<file path="config.mk">
export PLATFORM = sky130hd
export DESIGN_NAME = tilemap_rle_nametable_loader_core
export DESIGN_NICKNAME = d
export VERILOG_FILES = /design/src/rtl/tmrle_pkg.sv /design/src/rtl/tilemap_rle_nametable_loader_core.sv /design/src/rtl/tmrle_ctrl.sv /design/src/rtl/tmrle_dp.sv
export SDC_FILE = /design/constraint.sdc
export NUM_CORES = 1
export LEC_CHECK = 0
export BUFFER_PORTS_ARGS = -buffer_cell sky130_fd_sc_hd__buf_4
export CAP_MARGIN = 30
export CORE_MARGIN = 2
export CORE_UTILIZATION = 45
export CTS_CLUSTER_SIZE = 16
export DETAILED_ROUTE_END_ITERATION = 6
export PLACE_DENSITY = 0.7
export SLEW_MARGIN = 20
export SYNTH_ARGS = -nofsm -noshare
export SYNTH_HDL_FRONTEND = slang
export SYNTH_SLANG_ARGS = --single-unit
</file>
<file path="constraint.sdc">
create_clock -name clk -period 2.5 [get_ports clk]
set_input_delay 0.25 -clock clk [delete_from_list [all_inputs] [get_ports clk]]
set_output_delay 0.25 -clock clk [all_outputs]
set_load 0.005 [all_outputs]
</file>
<file path="src/rtl/tmrle_pkg.sv">
package tmrle_pkg;

  // Default geometry
  localparam int COLUMNS_DEFAULT    = 64;
  localparam int MAX_TABLES_DEFAULT = 4;

  // Field widths fixed by the stream format
  localparam int WORD_W  = 16;
  localparam int ADDR_W  = 16;
  localparam int ROWS_W  = 8;
  localparam int TCNT_W  = 3;
  localparam int COUNT_W = WORD_W + 1;   // run count is word + 1
  localparam int CFG_IDX_W = 2;

  // Register reset values
  localparam logic [ADDR_W-1:0] DEST_BASE_RST      = 16'd3968;
  localparam logic [ROWS_W-1:0] ROWS_PER_TABLE_RST = 8'd32;
  localparam logic [TCNT_W-1:0] TABLE_COUNT_RST    = 3'd4;

  // Address steps
  localparam logic [ADDR_W-1:0] TILE_STEP    = 16'h0002;
  localparam logic [ADDR_W-1:0] ROW_STEP     = 16'h0100;
  localparam int                TABLE_SHIFT  = 12;        // tables 0x1000 apart

  // Configuration register indexes
  typedef enum logic [CFG_IDX_W-1:0] {
    REG_DEST_BASE      = 2'd0,
    REG_ROWS_PER_TABLE = 2'd1,
    REG_TABLE_COUNT    = 2'd2
  } cfg_reg_t;

  // Controller to datapath commands
  typedef struct packed {
    logic accept;   // take the input beat
    logic emit;     // produce one tile write into the output register
  } dp_cmd_t;

  // Datapath to controller status
  typedef struct packed {
    logic emit_start;  // the offered beat causes at least one write
    logic last;        // the write being produced ends this beat's writes
  } dp_stat_t;

endpackage

</file>
<file path="src/rtl/tilemap_rle_nametable_loader_core.sv">
// Tilemap run-length decoder: turns a stream of compressed ROM words into
// tile-RAM writes.
// Input beats (s_axis_*): one ROM word each; tuser set restarts the map at
// dest_base before that word. A nonzero word gives one write; a zero word,
// a value word and a count word give count+1 writes of the value, cut at
// the end of a row. Words after the map is complete give no writes.
// Output beats (m_axis_*): one tile write each, tdata = {value, address};
// tlast marks the final write of an input word, tuser the final write of
// the whole map.
// Timing: each word is decoded in the cycle that it is taken. A word that
// gives writes then produces one write per cycle into the output register
// while the receiver is ready, at most COLUMNS writes per word. The next word is
// taken in the cycle after the last write is produced, even while that
// write still waits in the output register.
// A stalled receiver holds the current write and pauses the run.
// cfg_*: register writes, always ready; write only while no run is active.
// Reset: registers to their defaults, decoder at the first row of table 0.
module tilemap_rle_nametable_loader_core #(
  parameter int COLUMNS    = tmrle_pkg::COLUMNS_DEFAULT,
  parameter int MAX_TABLES = tmrle_pkg::MAX_TABLES_DEFAULT
) (
  input  logic                            clk,
  input  logic                            rst,
  // Input stream
  input  logic                            s_axis_tvalid,
  output logic                            s_axis_tready,
  input  logic [15:0]                     s_axis_tdata,  // [15:0] rom_word
  input  logic                            s_axis_tuser,  // [0] start_map
  // Output stream
  output logic                            m_axis_tvalid,
  input  logic                            m_axis_tready,
  output logic [31:0]                     m_axis_tdata,  // [15:0] tile_addr, [31:16] tile_value
  output logic                            m_axis_tlast,  // last_of_run
  output logic                            m_axis_tuser,  // [0] map_done
  // Configuration writes
  input  logic                            cfg_valid,
  output logic                            cfg_ready,
  input  logic [tmrle_pkg::CFG_IDX_W-1:0] cfg_index,
  input  logic [tmrle_pkg::WORD_W-1:0]    cfg_data
);
  import tmrle_pkg::*;

  dp_cmd_t           cmd;
  dp_stat_t          st;
  logic [ADDR_W-1:0] out_addr;
  logic [WORD_W-1:0] out_value;

  assign cfg_ready = 1'b1;

  // Sequencer
  tmrle_ctrl u_ctrl (
    .clk     (clk),
    .rst     (rst),
    .s_valid (s_axis_tvalid),
    .s_ready (s_axis_tready),
    .m_ready (m_axis_tready),
    .m_valid (m_axis_tvalid),
    .st      (st),
    .cmd     (cmd)
  );

  // Decoder datapath
  tmrle_dp #(
    .COLUMNS    (COLUMNS),
    .MAX_TABLES (MAX_TABLES)
  ) u_dp (
    .clk       (clk),
    .rst       (rst),
    .cfg_we    (cfg_valid && cfg_ready),
    .cfg_index (cfg_index),
    .cfg_data  (cfg_data),
    .in_word   (s_axis_tdata),
    .in_start  (s_axis_tuser),
    .cmd       (cmd),
    .st        (st),
    .out_addr  (out_addr),
    .out_value (out_value),
    .out_last  (m_axis_tlast),
    .out_done  (m_axis_tuser)
  );

  assign m_axis_tdata = {out_value, out_addr};

  // The map can only complete on the last write of a beat
  assert property (@(posedge clk) disable iff (rst)
    m_axis_tvalid && m_axis_tuser |-> m_axis_tlast)
    else $error("map_done without last_of_run");

  // A beat that starts writes blocks the input until its run ends
  assert property (@(posedge clk) disable iff (rst)
    s_axis_tvalid && s_axis_tready && st.emit_start |=> !s_axis_tready)
    else $error("input taken while a run is pending");

  // The final write of a run frees the input in the next cycle
  assert property (@(posedge clk) disable iff (rst)
    cmd.emit && st.last |=> s_axis_tready)
    else $error("input not released after final write");

  // Accept and emit never coincide
  assert property (@(posedge clk) disable iff (rst)
    !(cmd.accept && cmd.emit))
    else $error("accept and emit in the same cycle");

endmodule

</file>
<file path="src/rtl/tmrle_ctrl.sv">
module tmrle_ctrl (
  input  logic               clk,
  input  logic               rst,
  input  logic               s_valid,
  output logic               s_ready,
  input  logic               m_ready,
  output logic               m_valid,
  input  tmrle_pkg::dp_stat_t st,
  output tmrle_pkg::dp_cmd_t  cmd
);
  import tmrle_pkg::*;

  typedef enum logic {
    ST_IDLE,
    ST_EMIT
  } state_t;

  state_t state;

  // Handshake and commands
  assign s_ready    = (state == ST_IDLE);
  assign cmd.accept = (state == ST_IDLE) && s_valid;
  assign cmd.emit   = (state == ST_EMIT) && (!m_valid || m_ready);

  // State and output valid
  always_ff @(posedge clk) begin
    if (rst) begin
      state   <= ST_IDLE;
      m_valid <= 1'b0;
    end else begin
      if (cmd.emit) begin
        m_valid <= 1'b1;
      end else if (m_ready) begin
        m_valid <= 1'b0;
      end
      case (state)
        ST_IDLE: begin
          if (cmd.accept && st.emit_start) begin
            state <= ST_EMIT;
          end
        end
        ST_EMIT: begin
          if (cmd.emit && st.last) begin
            state <= ST_IDLE;
          end
        end
        default: state <= ST_IDLE;
      endcase
    end
  end

endmodule

</file>
<file path="src/rtl/tmrle_dp.sv">
module tmrle_dp #(
  parameter int COLUMNS    = tmrle_pkg::COLUMNS_DEFAULT,
  parameter int MAX_TABLES = tmrle_pkg::MAX_TABLES_DEFAULT
) (
  input  logic                            clk,
  input  logic                            rst,
  input  logic                            cfg_we,
  input  logic [tmrle_pkg::CFG_IDX_W-1:0] cfg_index,
  input  logic [tmrle_pkg::WORD_W-1:0]    cfg_data,
  input  logic [tmrle_pkg::WORD_W-1:0]    in_word,
  input  logic                            in_start,
  input  tmrle_pkg::dp_cmd_t              cmd,
  output tmrle_pkg::dp_stat_t             st,
  output logic [tmrle_pkg::ADDR_W-1:0]    out_addr,
  output logic [tmrle_pkg::WORD_W-1:0]    out_value,
  output logic                            out_last,
  output logic                            out_done
);
  import tmrle_pkg::*;

  localparam int COL_W = $clog2(COLUMNS + 1);
  localparam int TI_W  = $clog2(MAX_TABLES + 1);
  localparam int LIM_W = (TI_W > TCNT_W) ? TI_W : TCNT_W;

  typedef enum logic [1:0] {
    PH_TOKEN,
    PH_VALUE,
    PH_COUNT
  } phase_t;

  // Configuration registers
  logic [ADDR_W-1:0] dest_base;
  logic [ROWS_W-1:0] rows_per_table;
  logic [TCNT_W-1:0] table_count;

  // Decoder state
  phase_t             phase, phase_next;
  logic [WORD_W-1:0]  run_value, run_value_next;
  logic [COL_W-1:0]   columns_left, columns_left_next;
  logic [ROWS_W-1:0]  rows_left, rows_left_next;
  logic [TI_W-1:0]    table_index, table_index_next;
  logic [ADDR_W-1:0]  write_addr, write_addr_next;
  logic               finished, finished_next;
  logic               fresh, fresh_next;
  logic [COUNT_W-1:0] count, count_next;

  logic [ROWS_W-1:0] eff_rows;
  logic [LIM_W-1:0]  tc_lim;
  logic [TI_W-1:0]   eff_tables;
  phase_t            eff_phase;
  logic              eff_finished;
  logic [ADDR_W-1:0] addr_inc;
  logic [TI_W-1:0]   ti_inc;
  logic              row_end;
  logic              map_end;

  // Effective limits: zero rows act as one, table count clamped to 1..MAX_TABLES
  assign eff_rows = (rows_per_table == '0) ? ROWS_W'(1) : rows_per_table;
  always_comb begin
    if (table_count == '0) begin
      tc_lim = LIM_W'(1);
    end else if (LIM_W'(table_count) > LIM_W'(MAX_TABLES)) begin
      tc_lim = LIM_W'(MAX_TABLES);
    end else begin
      tc_lim = LIM_W'(table_count);
    end
  end
  assign eff_tables = TI_W'(tc_lim);

  // Beat decode as seen after an optional restart
  assign eff_phase    = in_start ? PH_TOKEN : phase;
  assign eff_finished = in_start ? 1'b0 : finished;
  assign st.emit_start = !eff_finished &&
                         ((eff_phase == PH_COUNT) ||
                          ((eff_phase == PH_TOKEN) && (in_word != '0)));

  // One write step
  assign addr_inc = write_addr + TILE_STEP;
  assign ti_inc   = table_index + TI_W'(1);
  assign row_end  = (columns_left == COL_W'(1));
  assign map_end  = row_end && (rows_left == ROWS_W'(1)) && (ti_inc >= eff_tables);
  assign st.last  = row_end || (count == COUNT_W'(1));

  // Next state
  always_comb begin
    phase_next        = phase;
    run_value_next    = run_value;
    columns_left_next = columns_left;
    rows_left_next    = rows_left;
    table_index_next  = table_index;
    write_addr_next   = write_addr;
    finished_next     = finished;
    fresh_next        = fresh;
    count_next        = count;

    if (cmd.accept) begin
      if (in_start) begin
        phase_next        = PH_TOKEN;
        run_value_next    = '0;
        columns_left_next = COL_W'(COLUMNS);
        rows_left_next    = eff_rows;
        table_index_next  = '0;
        write_addr_next   = dest_base;
        finished_next     = 1'b0;
        fresh_next        = 1'b1;
      end
      if (!eff_finished) begin
        fresh_next = 1'b0;
        case (eff_phase)
          PH_VALUE: begin
            run_value_next = in_word;
            phase_next     = PH_COUNT;
          end
          PH_COUNT: begin
            phase_next = PH_TOKEN;
            count_next = COUNT_W'(in_word) + COUNT_W'(1);
          end
          default: begin
            if (in_word == '0) begin
              phase_next = PH_VALUE;
            end else begin
              run_value_next = in_word;
              count_next     = COUNT_W'(1);
            end
          end
        endcase
      end
    end

    if (cmd.emit) begin
      count_next        = count - COUNT_W'(1);
      columns_left_next = columns_left - COL_W'(1);
      write_addr_next   = addr_inc;
      if (row_end) begin
        columns_left_next = COL_W'(COLUMNS);
        write_addr_next   = addr_inc - ROW_STEP;
        rows_left_next    = rows_left - ROWS_W'(1);
        if (rows_left == ROWS_W'(1)) begin
          table_index_next = ti_inc;
          if (ti_inc >= eff_tables) begin
            finished_next = 1'b1;
          end else begin
            rows_left_next  = eff_rows;
            write_addr_next = dest_base + (ADDR_W'(ti_inc) << TABLE_SHIFT);
          end
        end
      end
    end

    // Before the first beat, base and row writes also move the start point
    if (cfg_we && fresh) begin
      case (cfg_index)
        REG_DEST_BASE:      write_addr_next = cfg_data;
        REG_ROWS_PER_TABLE: begin
          if (cfg_data[ROWS_W-1:0] == '0) begin
            rows_left_next = ROWS_W'(1);
          end else begin
            rows_left_next = cfg_data[ROWS_W-1:0];
          end
        end
        default: ;
      endcase
    end
  end

  // State registers
  always_ff @(posedge clk) begin
    if (rst) begin
      phase        <= PH_TOKEN;
      run_value    <= '0;
      columns_left <= COL_W'(COLUMNS);
      rows_left    <= ROWS_PER_TABLE_RST;
      table_index  <= '0;
      write_addr   <= DEST_BASE_RST;
      finished     <= 1'b0;
      fresh        <= 1'b1;
      count        <= '0;
    end else begin
      phase        <= phase_next;
      run_value    <= run_value_next;
      columns_left <= columns_left_next;
      rows_left    <= rows_left_next;
      table_index  <= table_index_next;
      write_addr   <= write_addr_next;
      finished     <= finished_next;
      fresh        <= fresh_next;
      count        <= count_next;
    end
  end

  // Configuration registers
  always_ff @(posedge clk) begin
    if (rst) begin
      dest_base      <= DEST_BASE_RST;
      rows_per_table <= ROWS_PER_TABLE_RST;
      table_count    <= TABLE_COUNT_RST;
    end else if (cfg_we) begin
      case (cfg_index)
        REG_DEST_BASE:      dest_base      <= cfg_data;
        REG_ROWS_PER_TABLE: rows_per_table <= cfg_data[ROWS_W-1:0];
        REG_TABLE_COUNT:    table_count    <= cfg_data[TCNT_W-1:0];
        default: ;
      endcase
    end
  end

  // Output payload register
  always_ff @(posedge clk) begin
    if (cmd.emit) begin
      out_addr  <= write_addr;
      out_value <= run_value;
      out_last  <= st.last;
      out_done  <= map_end;
    end
  end

endmodule

</file>
==> metrics.md, run 1 <==
| Metric | Value |
|---|---|
| Via count of the first global-routing pass | `slightly below 6000` |
| Pre-Repair DR Iteration Count | `5` |
| Layout Skew | `~0.011 ns` |
| Vias/cell | `approximately 5.9` |
| Synth warn | `0` |
| Register bit total from synthesis | `~130` |
| Post-synth EDFFs | `34` |
| Fin. Hold Viols | `0` |
| Hold Slack | `0.0447 ns` |
| Die area | `0.0165 mm2` |
| Post-detail-place hpwl | `approximately 14 mm` |
| Via count | `roughly 6400` |
| Synth top area share | `0.288` |
| Synth-to-Final Area Change | `22.5%` |
| Synth top cells by count | `dfxtp_1, nand2_1, nor2_1, a21oi_1, edfxtp_1` |
| Synth top area cells | `dfxtp_1, edfxtp_1, nand2_1, nor2_1, a21oi_1` |
| Layout net count | `roughly 950` |
| TritonCTS buffer count | `17` |
| Clock sink count | `134` |
| Root Buffer | `clkbuf_16` |
| DRC viols | `0` |
| Worst EP arrival | `around 2.7 ns` |
| Max-cap violations | `0` |
| Fmax | `about 420 MHz` |
| CP peak stage delay | `approximately 0.52 ns` |
| Syn_area_per_cell | `about 8.8 um2` |
| RSZ-0062 raised after global routing | `yes` |
| IO Port Bufs | `75` |
| Initial antenna violation count | `0` |
| Rows | `45` |
| Worst endpoint required time | `2.87 ns` |
| GRT Util Overall | `0.239` |
| Die Width | `128 um` |
| Outcome | `finished, final reports clean` |
| Power Total | `slightly below 6 mW` |
| Sequential element share of the synthesized area | `0.435` |
| Setup TNS Final | `0 ns` |
| Core area | `0.0151 mm2` |
| Hold path depth | `3` |
| PD cells | `approximately 700 mW/mm2` |
| Global-route wire length before repair | `30.9 mm` |
| Antenna Nets Post-Route | `0` |
| Ys async rst share | `0` |
| Netlist cell types | `83` |
| Clock buffer depth | `2` |
| Clk Latency, worst-skew pair | `about 0.43 ns` |
| Critical Path Start Type | `flip-flop` |
| Initial cell density of the core | `0.459` |
| CP Capture Type | `flip-flop` |
| Wirelength, routed | `between 15 and 20 mm` |
| Share of layout cells above drive strength 1 | `0.198` |
| Final core occ | `0.562` |
| H-tree Lvls | `4` |
| CTS tree | `done` |
| Gpl congestion | `~0.92` |
| Critical-path cell list | `nand4_1 -> nor4_1 -> buf_4 -> xor2_1 -> or4_1 -> a21oi_1 -> o221a_1` |
| Initial DRC count | `~600` |
| Crit share post-route | `0.949` |
| GRT overflow | `0` |
| Diodes inserted | `0` |
| Worst hold path type | `in -> reg` |
| WL/cell | `about 18 um` |
| Fin crit period | `approximately 2.4 ns` |
| Leak | `roughly 3.4 nW` |
| Slew HR | `0.598` |
| Count leader, synth | `dfxtp_1` |
| Crit Path Class | `reg -> reg` |
| Worst VDD drop | `roughly 0.47 mV` |
| Clk slew on worst S/H paths | `0.06 ns` |
| Mapped Nets | `~860` |
| Endpoints failing setup | `0` |
| Max-slew violations | `0` |
| Chip height | `roughly 130 um` |
| Syn Std Cell Area | `0.00695 mm2` |
| Tightest Pin Transition | `about 0.6 ns` |
| Post-synth top flop | `dfxtp_1` |
| Cells after Synth | `794` |
| Crit path max fanout | `7` |
| I/O pins | `77` |
| Largest net degree at the start of global routing | `67` |
| Worst R2R Path Depth | `7` |
| Slowest cell on the critical path | `or4_1` |
| Area leader, netlist | `dfxtp_1` |
==> report_power, final <==
| group | leakage (nW) | switching, mW | internal [mW] |
|---|---|---|---|
| clock | 0.264 | 1.07 | 1.31 |
| combinational | 1.98 | 0.582 | 0.432 |
| sequential | 1.14 | 0.150 | 2.40 |
==> kinds of logic after synthesis <==
logic type | synth area share
AOI/OAI and AO/OA | 0.199
xor gates and xnor gates | 0.0378
adders and majority gates | 0.0389
buffers and inverters | 0.0367
DFF | 0.435
muxes | 0.0248
other | 0.000540
and+or+nand+nor | 0.227
==> layout make-up <==
| class | instances | area [um2] |
|---|---|---|
| Clock inverter | 15 | 134 |
| Fill cell | 1345 | 6630 |
| Sequential cell | 134 | 3020 |
| Inverter | 24 | 90.1 |
| Clock buffer | 17 | 425 |
| Tap cell | 188 | 235 |
| Multi-Input combinational cell | 599 | 3710 |
| Timing Repair Buffer | 116 | 896 |
==> worst paths after layout <==
kind,from,end,slack (ns)
hold reg to reg,u_dp.run_value[9],u_dp.out_value[9],0.42
hold / removal,cfg_data[11],u_dp.dest_base[11],0.04
setup / recovery,u_dp.write_addr[5],u_dp.write_addr[15],0.13
setup reg to reg,u_dp.write_addr[5],u_dp.write_addr[15],0.13
==> per-stage QoR <==
stage	setup slack, ns	std cells	instance area, um2
4_1_cts	0.0276	1089	8450
3_5_place_dp	0.0441	1057	7900
3_3_place_gp	0.0804	1056	7890
2_1_floorplan	0.236	794	6950
5_1_grt	-0.0107	1093	8520
6_report	0.127	1093	8520
==> metal layers <==
layer,global-route usage,vias up,share of wire
met5,0,-,0
met4,0.0924,0,0.022
met3,0.0426,42,0.070
met2,0.345,276,0.43
met1,0.355,2973,0.48
li1,-,3132,-
==> state kept, by name, summed over array words and instances (netlist names), 3 cells and up <==
register             count
u_dp.run_value          16
u_dp.out_value          16
u_dp.columns_left        7
u_dp.table_count         3
u_dp.table_index         3
u_dp.out_addr           16
u_dp.count              17
u_dp.dest_base          16
u_dp.rows_per_table      8
u_dp.rows_left           8
u_dp.write_addr         16
==> cells in the final DEF (no fill, tap or decap), types with 18 or more instances in the layout <==
| cell type | Yosys | routed |
|---|---|---|
| o21ai_0 | 31 | 30 |
| nand2_1 | 98 | 98 |
| edfxtp_1 | 34 | 34 |
| nor2_1 | 85 | 84 |
| a22oi_1 | 19 | 19 |
| buf_4 | 3 | 114 |
| dfxtp_1 | 100 | 100 |
| a21oi_1 | 58 | 58 |
| ha_1 | 20 | 19 |
| nand3_1 | 26 | 26 |
| nor3_1 | 24 | 23 |
| inv_1 | 24 | 23 |
| xnor2_1 | 18 | 18 |
==> timing repair <==
action                     in CTS  in global routing
hold endpoints to repair        0                  0
hold buffers                    0                  0
setup endpoints to repair       0                 21
gates resized for setup         0                  8
buffers inserted                0                  4
==> critical path: cells and delay by family, from the launching register on <==
family / cells / cell delay (ns)
simple gates: 3 / 1.22
xor+xnor: 1 / 0.07
buf+inv: 1 / 0.19
compound gates: 2 / 0.34
flops: 1 / 0.49
No activity file was read; power rests on OpenSTA's default activity.
==> inputs of run 2 (changes only) <==
--- a/config.mk
+++ b/config.mk
@@ -7,11 +7,13 @@
 export LEC_CHECK = 0
 export BUFFER_PORTS_ARGS = -buffer_cell sky130_fd_sc_hd__buf_4
 export CAP_MARGIN = 30
+export CELL_PAD_IN_SITES_DETAIL_PLACEMENT = 1
+export CELL_PAD_IN_SITES_GLOBAL_PLACEMENT = 1
 export CORE_MARGIN = 2
-export CORE_UTILIZATION = 45
+export CORE_UTILIZATION = 40
 export CTS_CLUSTER_SIZE = 16
 export DETAILED_ROUTE_END_ITERATION = 6
-export PLACE_DENSITY = 0.7
+export PLACE_DENSITY = 0.8
 export SLEW_MARGIN = 20
 export SYNTH_ARGS = -nofsm -noshare
 export SYNTH_HDL_FRONTEND = slang
==> metrics.md, run 2 (synthesized netlist as in run 1, its figures left out) <==
| Metric | Value |
|---|---|
| Global-route wire length before repair | `35.4 mm (+15%)` |
| Rows | `48 (+6.7%)` |
| Crit share post-route | `0.950 (+0.00113)` |
| Share of layout cells above drive strength 1 | `0.199 (+0.00155)` |
| Root Buffer | `clkbuf_16` |
| Core area | `0.0171 mm2 (+13%)` |
| R2r setup slk | `0.12 ns (about the same)` |
| Placed Instance Area | `0.00797 mm2 (+1.0%)` |
| CP Capture Type | `flip-flop` |
| RSZ-0062 raised after global routing | `no` |
| Reg-to-Reg Start | `u_dp.write_addr[3]` |
| CP peak stage delay | `0.57 ns (+0.05 ns)` |
| Worst hold path type | `in -> reg` |
| Initial antenna violation count | `0 (unchanged)` |
| Wirelength, routed | `22.1 mm (+14%)` |
| Initial cell density of the core | `0.406 (-0.0528)` |
| Post-detail-place hpwl | `15.5 mm (+14%)` |
| Slowest cell on the critical path | `dfxtp_1` |
| Max reg flops | `17 (unchanged)` |
| DRC viols | `0 (unchanged)` |
| Worst R2R Path Depth | `7 (unchanged)` |
| Setup TNS Final | `0 ns (unchanged)` |
| H-tree Lvls | `4 (unchanged)` |
| Worst EP arrival | `2.74 ns (about the same)` |
| Reg with most FFs | `u_dp.count` |
| Layout net count | `956 (+0.31%)` |
| Slew HR | `0.511 (-0.0873)` |
| GRT overflow | `0 (unchanged)` |
| WL/cell | `19.5 um (+10%)` |
| Gpl congestion | `0.871 (-5.3%)` |
| Worst VDD drop | `0.513 mV (+9.6%)` |
| CP delay by family, top | `simple AND/OR/NAND/NOR gates` |
| Fmax | `421 MHz (-0.12%)` |
| Critical-path cell list | `nand2_1 -> nor4_2 -> buf_4 -> xor2_1 -> or4_1 -> a21oi_1 -> o221a_1` |
| Largest net degree at the start of global routing | `64 (-4.5%)` |
| Antenna Nets Post-Route | `0 (unchanged)` |
| Clock sink count | `134 (unchanged)` |
| Tightest Pin Transition | `0.734 ns (+0.134 ns)` |
| Chip height | `136 um (+5.9%)` |
| I/O pins | `77 (unchanged)` |
| Worst endpoint required time | `2.87 ns (about the same)` |
| TritonCTS buffer count | `17 (unchanged)` |
| Clock buffer depth | `2 (unchanged)` |
| Clk slew on worst S/H paths | `0.06 ns (about the same)` |
| Initial DRC count | `522 (-14%)` |
| GRT Util Overall | `0.246 (+0.00687)` |
| # placed instances | `1100 (+4.1%)` |
| Outcome | `finished, final reports clean` |
| Vias/cell | `5.88 (+0.12%)` |
| Diodes inserted | `0 (unchanged)` |
| Post-layout instance count excluding filler cells | `1133 (+3.7%)` |
| Via count | `6666 (+3.8%)` |
| Clk Latency, worst-skew pair | `0.43 ns (about the same)` |
| Hold Path Sink | `u_dp.dest_base[11]` |
| IO Port Bufs | `75 (unchanged)` |
| Pre-Repair DR Iteration Count | `5 (unchanged)` |
| Endpoints failing setup | `0 (unchanged)` |
| Die Width | `136 um (+5.9%)` |
| # fillers | `2046 (+52%)` |
| Leak | `3.40 nW (+0.57%)` |
| Max-slew violations | `0 (unchanged)` |
| Final Cell Area | `0.00856 mm2 (+0.56%)` |
| Layout Skew | `0.00917 ns (-0.00201 ns)` |
| Critical Path Start Type | `flip-flop` |
| CTS tree | `done` |
| Hold Startpoint | `cfg_data[11]` |
| Fin crit period | `2.38 ns (+0.00284 ns)` |
| Most frequent cells in the layout | `buf_4, dfxtp_1, nand2_1` |
| Most common cell after layout, fill and taps aside | `buf_4` |
| Die area | `0.0184 mm2 (+12%)` |
| Crit Path Class | `reg -> reg` |
| Synth-to-Final Area Change | `23.2%` |
| Hold path depth | `3 (unchanged)` |
| CTS Hold Buffers Added | `0 (unchanged)` |
| Fin. Hold Viols | `0 (unchanged)` |
| Reg2reg end | `u_dp.write_addr[15]` |
| PD cells | `698 mW/mm2 (+0.11%)` |
| Via count of the first global-routing pass | `6742 (+15%)` |
| Max-cap violations | `0 (unchanged)` |
| CP bufs+invs | `1 (unchanged)` |
| Crit path max fanout | `9 (+2)` |
==> run 2: cell count changes in the layout (fill, tap and decap cells not counted), moves of 2 or more <==
cell / before / now
inv_8: 3 / 0
nor4_2: 0 / 2
inv_6: 7 / 0
clkbuf_8: 0 / 3
buf_4: 114 / 118
clkbuf_1: 0 / 3
clkinv_2: 0 / 5
==> run 2: layout make-up <==
cell class	instances	area [um2]	area share
sequential	134	3020	0.353
clock buffer	23	478	0.0558
timing repair buffer	119	906	0.106
clock inverter	9	77.6	0.00906
inverter	24	90.1	0.0105
multi-input combinational	599	3710	0.433
tap	225	282	0.0329
==> run 2: worst max path at each step <==
stage                         from                  end  slack, ns  cells after the start
2_1_floorplan  u_dp.table_index[0]    u_dp.rows_left[7]       0.24                      9
3_3_place_gp   u_dp.table_index[0]  u_dp.write_addr[11]       0.07                     10
3_5_place_dp   u_dp.table_index[0]   u_dp.write_addr[6]       0.05                      9
4_1_cts        u_dp.table_index[0]   u_dp.write_addr[6]       0.02                      9
5_1_grt         u_dp.write_addr[1]  u_dp.write_addr[15]       0.01                      9
6_report        u_dp.write_addr[3]  u_dp.write_addr[15]       0.12                      7
==> run 2: tightest hold or removal path, delay by kind of cell <==
| family | cells | cell delay (ns) |
|---|---|---|
| buffers and inverters | 1 | 0.08 |
| AND/OR/NAND/NOR | 2 | 0.10 |
==> run 2: what timing repair did <==
action                                  in CTS  in global routing
buffers inserted                             0                  1
endpoints found under the setup margin       0                 21
resized for setup                            0                  7
==> run 2: layer usage <==
metal  up-vias  part of all wire  GRT usage
met1      3319              0.48      0.345
li1       3128                 -          -
met2       186              0.45      0.379
met5         -                 0          0
met4         0             0.017     0.0822
met3        33             0.052     0.0516
==> run 2: stage by stage <==
step | hold slack [ns] | worst slack [ns] | utilization | power (mW)
2_1_floorplan | 0.357 | 0.236 | - | 3.18
3_3_place_gp | 0.424 | 0.0726 | 0.465 | 3.58
3_5_place_dp | 0.419 | 0.0545 | 0.466 | 3.62
4_1_cts | 0.0307 | 0.0223 | 0.498 | 6.00
5_1_grt | 0.0439 | 0.0119 | 0.500 | 6.23
6_report | 0.0375 | 0.124 | 0.500 | 5.98
==> run 2: where the power goes <==
| part | internal (mW) | switching [mW] |
|---|---|---|
| logic | 0.438 | 0.617 |
| clock network | 1.44 | 0.936 |
| registers | 2.40 | 0.155 |
==> inputs of run 3 (changes only) <==
--- a/config.mk
+++ b/config.mk
@@ -5,7 +5,7 @@
 export SDC_FILE = /design/constraint.sdc
 export NUM_CORES = 1
 export LEC_CHECK = 0
-export BUFFER_PORTS_ARGS = -buffer_cell sky130_fd_sc_hd__buf_4
+export BUFFER_PORTS_ARGS = -buffer_cell sky130_fd_sc_hd__buf_2
 export CAP_MARGIN = 30
 export CELL_PAD_IN_SITES_DETAIL_PLACEMENT = 1
 export CELL_PAD_IN_SITES_GLOBAL_PLACEMENT = 1
@@ -14,7 +14,6 @@
 export CTS_CLUSTER_SIZE = 16
 export DETAILED_ROUTE_END_ITERATION = 6
 export PLACE_DENSITY = 0.8
-export SLEW_MARGIN = 20
 export SYNTH_ARGS = -nofsm -noshare
 export SYNTH_HDL_FRONTEND = slang
 export SYNTH_SLANG_ARGS = --single-unit
==> metrics.md, run 3 (synthesized netlist as in run 1, its figures left out) <==
| Metric | Value |
|---|---|
| Layout Skew | `0.00549 ns (-0.00368 ns)` |
| Worst R2R Path Depth | `8 (+1)` |
| Layout net count | `963 (+0.73%)` |
| Fmax | `422 MHz (+0.38%)` |
| Switching fraction of total power | `0.289 (+0.00293)` |
| Leak | `3.38 nW (-0.68%)` |
| Core area | `0.0171 mm2 (unchanged)` |
| PD cells | `717 mW/mm2 (+2.6%)` |
| Hold path depth | `3 (unchanged)` |
| Clock sink count | `134 (unchanged)` |
| Worst endpoint required time | `2.82 ns (-0.05 ns)` |
| Post-layout instance count excluding filler cells | `1139 (+0.53%)` |
| Crit Path Class | `reg -> reg` |
| Slew HR | `0.528 (+0.0178)` |
| Diodes inserted | `0 (unchanged)` |
| WL/cell | `19.9 um (+2.3%)` |
| FF+latch area | `0.00302 mm2 (unchanged)` |
| Initial antenna violation count | `0 (unchanged)` |
| Max reg flops | `17 (unchanged)` |
| Worst VDD drop | `0.470 mV (-8.3%)` |
| Endpoints failing setup | `0 (unchanged)` |
| IO Port Bufs | `75 (unchanged)` |
| Most common cell after layout, fill and taps aside | `dfxtp_1` |
| Internal power | `4.30 mW (+0.77%)` |
| Pre-Repair DR Iteration Count | `7 (+2)` |
| Placed Instance Area | `0.00780 mm2 (-2.2%)` |
| Via count of the first global-routing pass | `6712 (-0.44%)` |
| Max-cap violations | `0 (unchanged)` |
| Initial DRC count | `624 (+20%)` |
| Gpl congestion | `0.905 (+4.0%)` |
| Initial cell density of the core | `0.406 (unchanged)` |
| Fin. Hold Viols | `0 (unchanged)` |
| # placed instances | `1103 (+0.27%)` |
| # fillers | `2061 (+0.73%)` |
| Clk slew on worst S/H paths | `0.06 ns (about the same)` |
| Synth-to-Final Area Change | `21.5%` |
| Most frequent cells in the layout | `dfxtp_1, nand2_1, nor2_1` |
| Critical Path Start Type | `flip-flop` |
| Sequential power share | `0.422 (-0.005)` |
| Fin crit period | `2.37 ns (-0.00911 ns)` |
| CTS tree | `done` |
| Setup TNS Final | `0 ns (unchanged)` |
| Power Total | `6.05 mW (+1.2%)` |
| H-tree Lvls | `4 (unchanged)` |
| Share of layout cells above drive strength 1 | `0.202 (+0.00307)` |
| Tightest Pin Transition | `0.707 ns (-0.0266 ns)` |
| Worst EP arrival | `2.69 ns (-0.05 ns)` |
| CP Capture Type | `flip-flop` |
| TritonCTS buffer count | `17 (unchanged)` |
| Gate power share | `0.171 (-0.005)` |
| GRT Util Overall | `0.251 (+0.00492)` |
| Largest net degree at the start of global routing | `60 (-6.3%)` |
| Final Cell Area | `0.00844 mm2 (-1.4%)` |
| Reg with most FFs | `u_dp.count` |
| Crit share post-route | `0.947 (-0.00364)` |
| Crit path max fanout | `6 (-3)` |
| Worst hold path type | `in -> reg` |
| Final core occ | `0.493 (-0.00702)` |
| Post-detail-place hpwl | `15.8 mm (+2.4%)` |
| Antenna Nets Post-Route | `0 (unchanged)` |
| Clock buffer depth | `2 (unchanged)` |
| Die Width | `136 um (unchanged)` |
| Die area | `0.0184 mm2 (unchanged)` |
| Max-slew violations | `0 (unchanged)` |
| Wirelength, routed | `22.7 mm (+2.9%)` |
| Clk Latency, worst-skew pair | `0.43 ns (about the same)` |
| P_sw | `1.75 mW (+2.2%)` |
| Root Buffer | `clkbuf_16` |
| Global-route wire length before repair | `35.9 mm (+1.4%)` |
| DRC viols | `0 (unchanged)` |
| Via count | `6723 (+0.86%)` |
| Clock power frac | `0.406 (+0.010)` |
| Rows | `48 (unchanged)` |
| GRT overflow | `0 (unchanged)` |
| Multi-input logic area | `0.00372 mm2 (+0.47%)` |
| Chip height | `136 um (unchanged)` |
| Outcome | `finished, final reports clean` |
| Vias/cell | `5.90 (+0.32%)` |
| I/O pins | `77 (unchanged)` |
[run 3: metal layers]
layer  track usage  wire [um]  vias to the layer above
met3        0.0471       1380                       38
met5             0          0                        -
met1         0.348      10300                     3314
met2         0.395      10700                      239
met4        0.0828        391                        0
li1              -          -                     3132
[run 3: layout make-up]
type | count | area share
clock buffer | 21 | 0.0545
clock inverter | 10 | 0.0124
inverter | 24 | 0.0107
multi-input combinational | 599 | 0.441
sequential | 134 | 0.358
tap | 225 | 0.0333
timing repair buffer | 126 | 0.0898
[run 3: power by group through the flow]
| stage | Combinational, mW | Clock (mW) | Sequential (mW) |
|---|---|---|---|
| finish | 1.04 | 2.46 | 2.56 |
| global route | 1.14 | 2.56 | 2.58 |
| CTS | 1.02 | 2.48 | 2.55 |
| detailed placement | 0.993 | 0 | 2.59 |
| global placement | 0.961 | 0 | 2.59 |
| floorplan | 0.632 | 0 | 2.55 |
[run 3: critical path, stage by stage (launching register included)]
cell	delay (ns)
dfxtp_1	0.39
ha_1	0.17
or3b_2	0.52
or4_4	0.52
a21oi_4	0.21
buf_4	0.17
nand2_1	0.06
a21oi_1	0.16
o21ai_1	0.07
[run 3: worst paths after layout]
path,startpoint,endpoint,slack (ns)
max,u_dp.columns_left[0],u_dp.rows_left[4],0.13
min,cfg_data[11],u_dp.dest_base[11],0.05
max reg2reg,u_dp.columns_left[0],u_dp.rows_left[4],0.13
min reg2reg,u_dp.run_value[2],u_dp.out_value[2],0.44
[run 3: through the flow]
stage | setup slack (ns) | hold WS, ns
2_1_floorplan | 0.236 | 0.357
3_3_place_gp | 0.101 | 0.423
3_5_place_dp | 0.0175 | 0.425
4_1_cts | 0.0640 | 0.0401
5_1_grt | -0.00176 | 0.0599
6_report | 0.133 | 0.0463
[run 3: what timing repair did]
action,in CTS,in global routing
pin swaps,0,1
gates resized for setup,2,9
cloned,0,0
setup endpoints to repair,2,16
endpoints found under the hold margin,0,0
hold buffers,0,0
buffers inserted,0,4
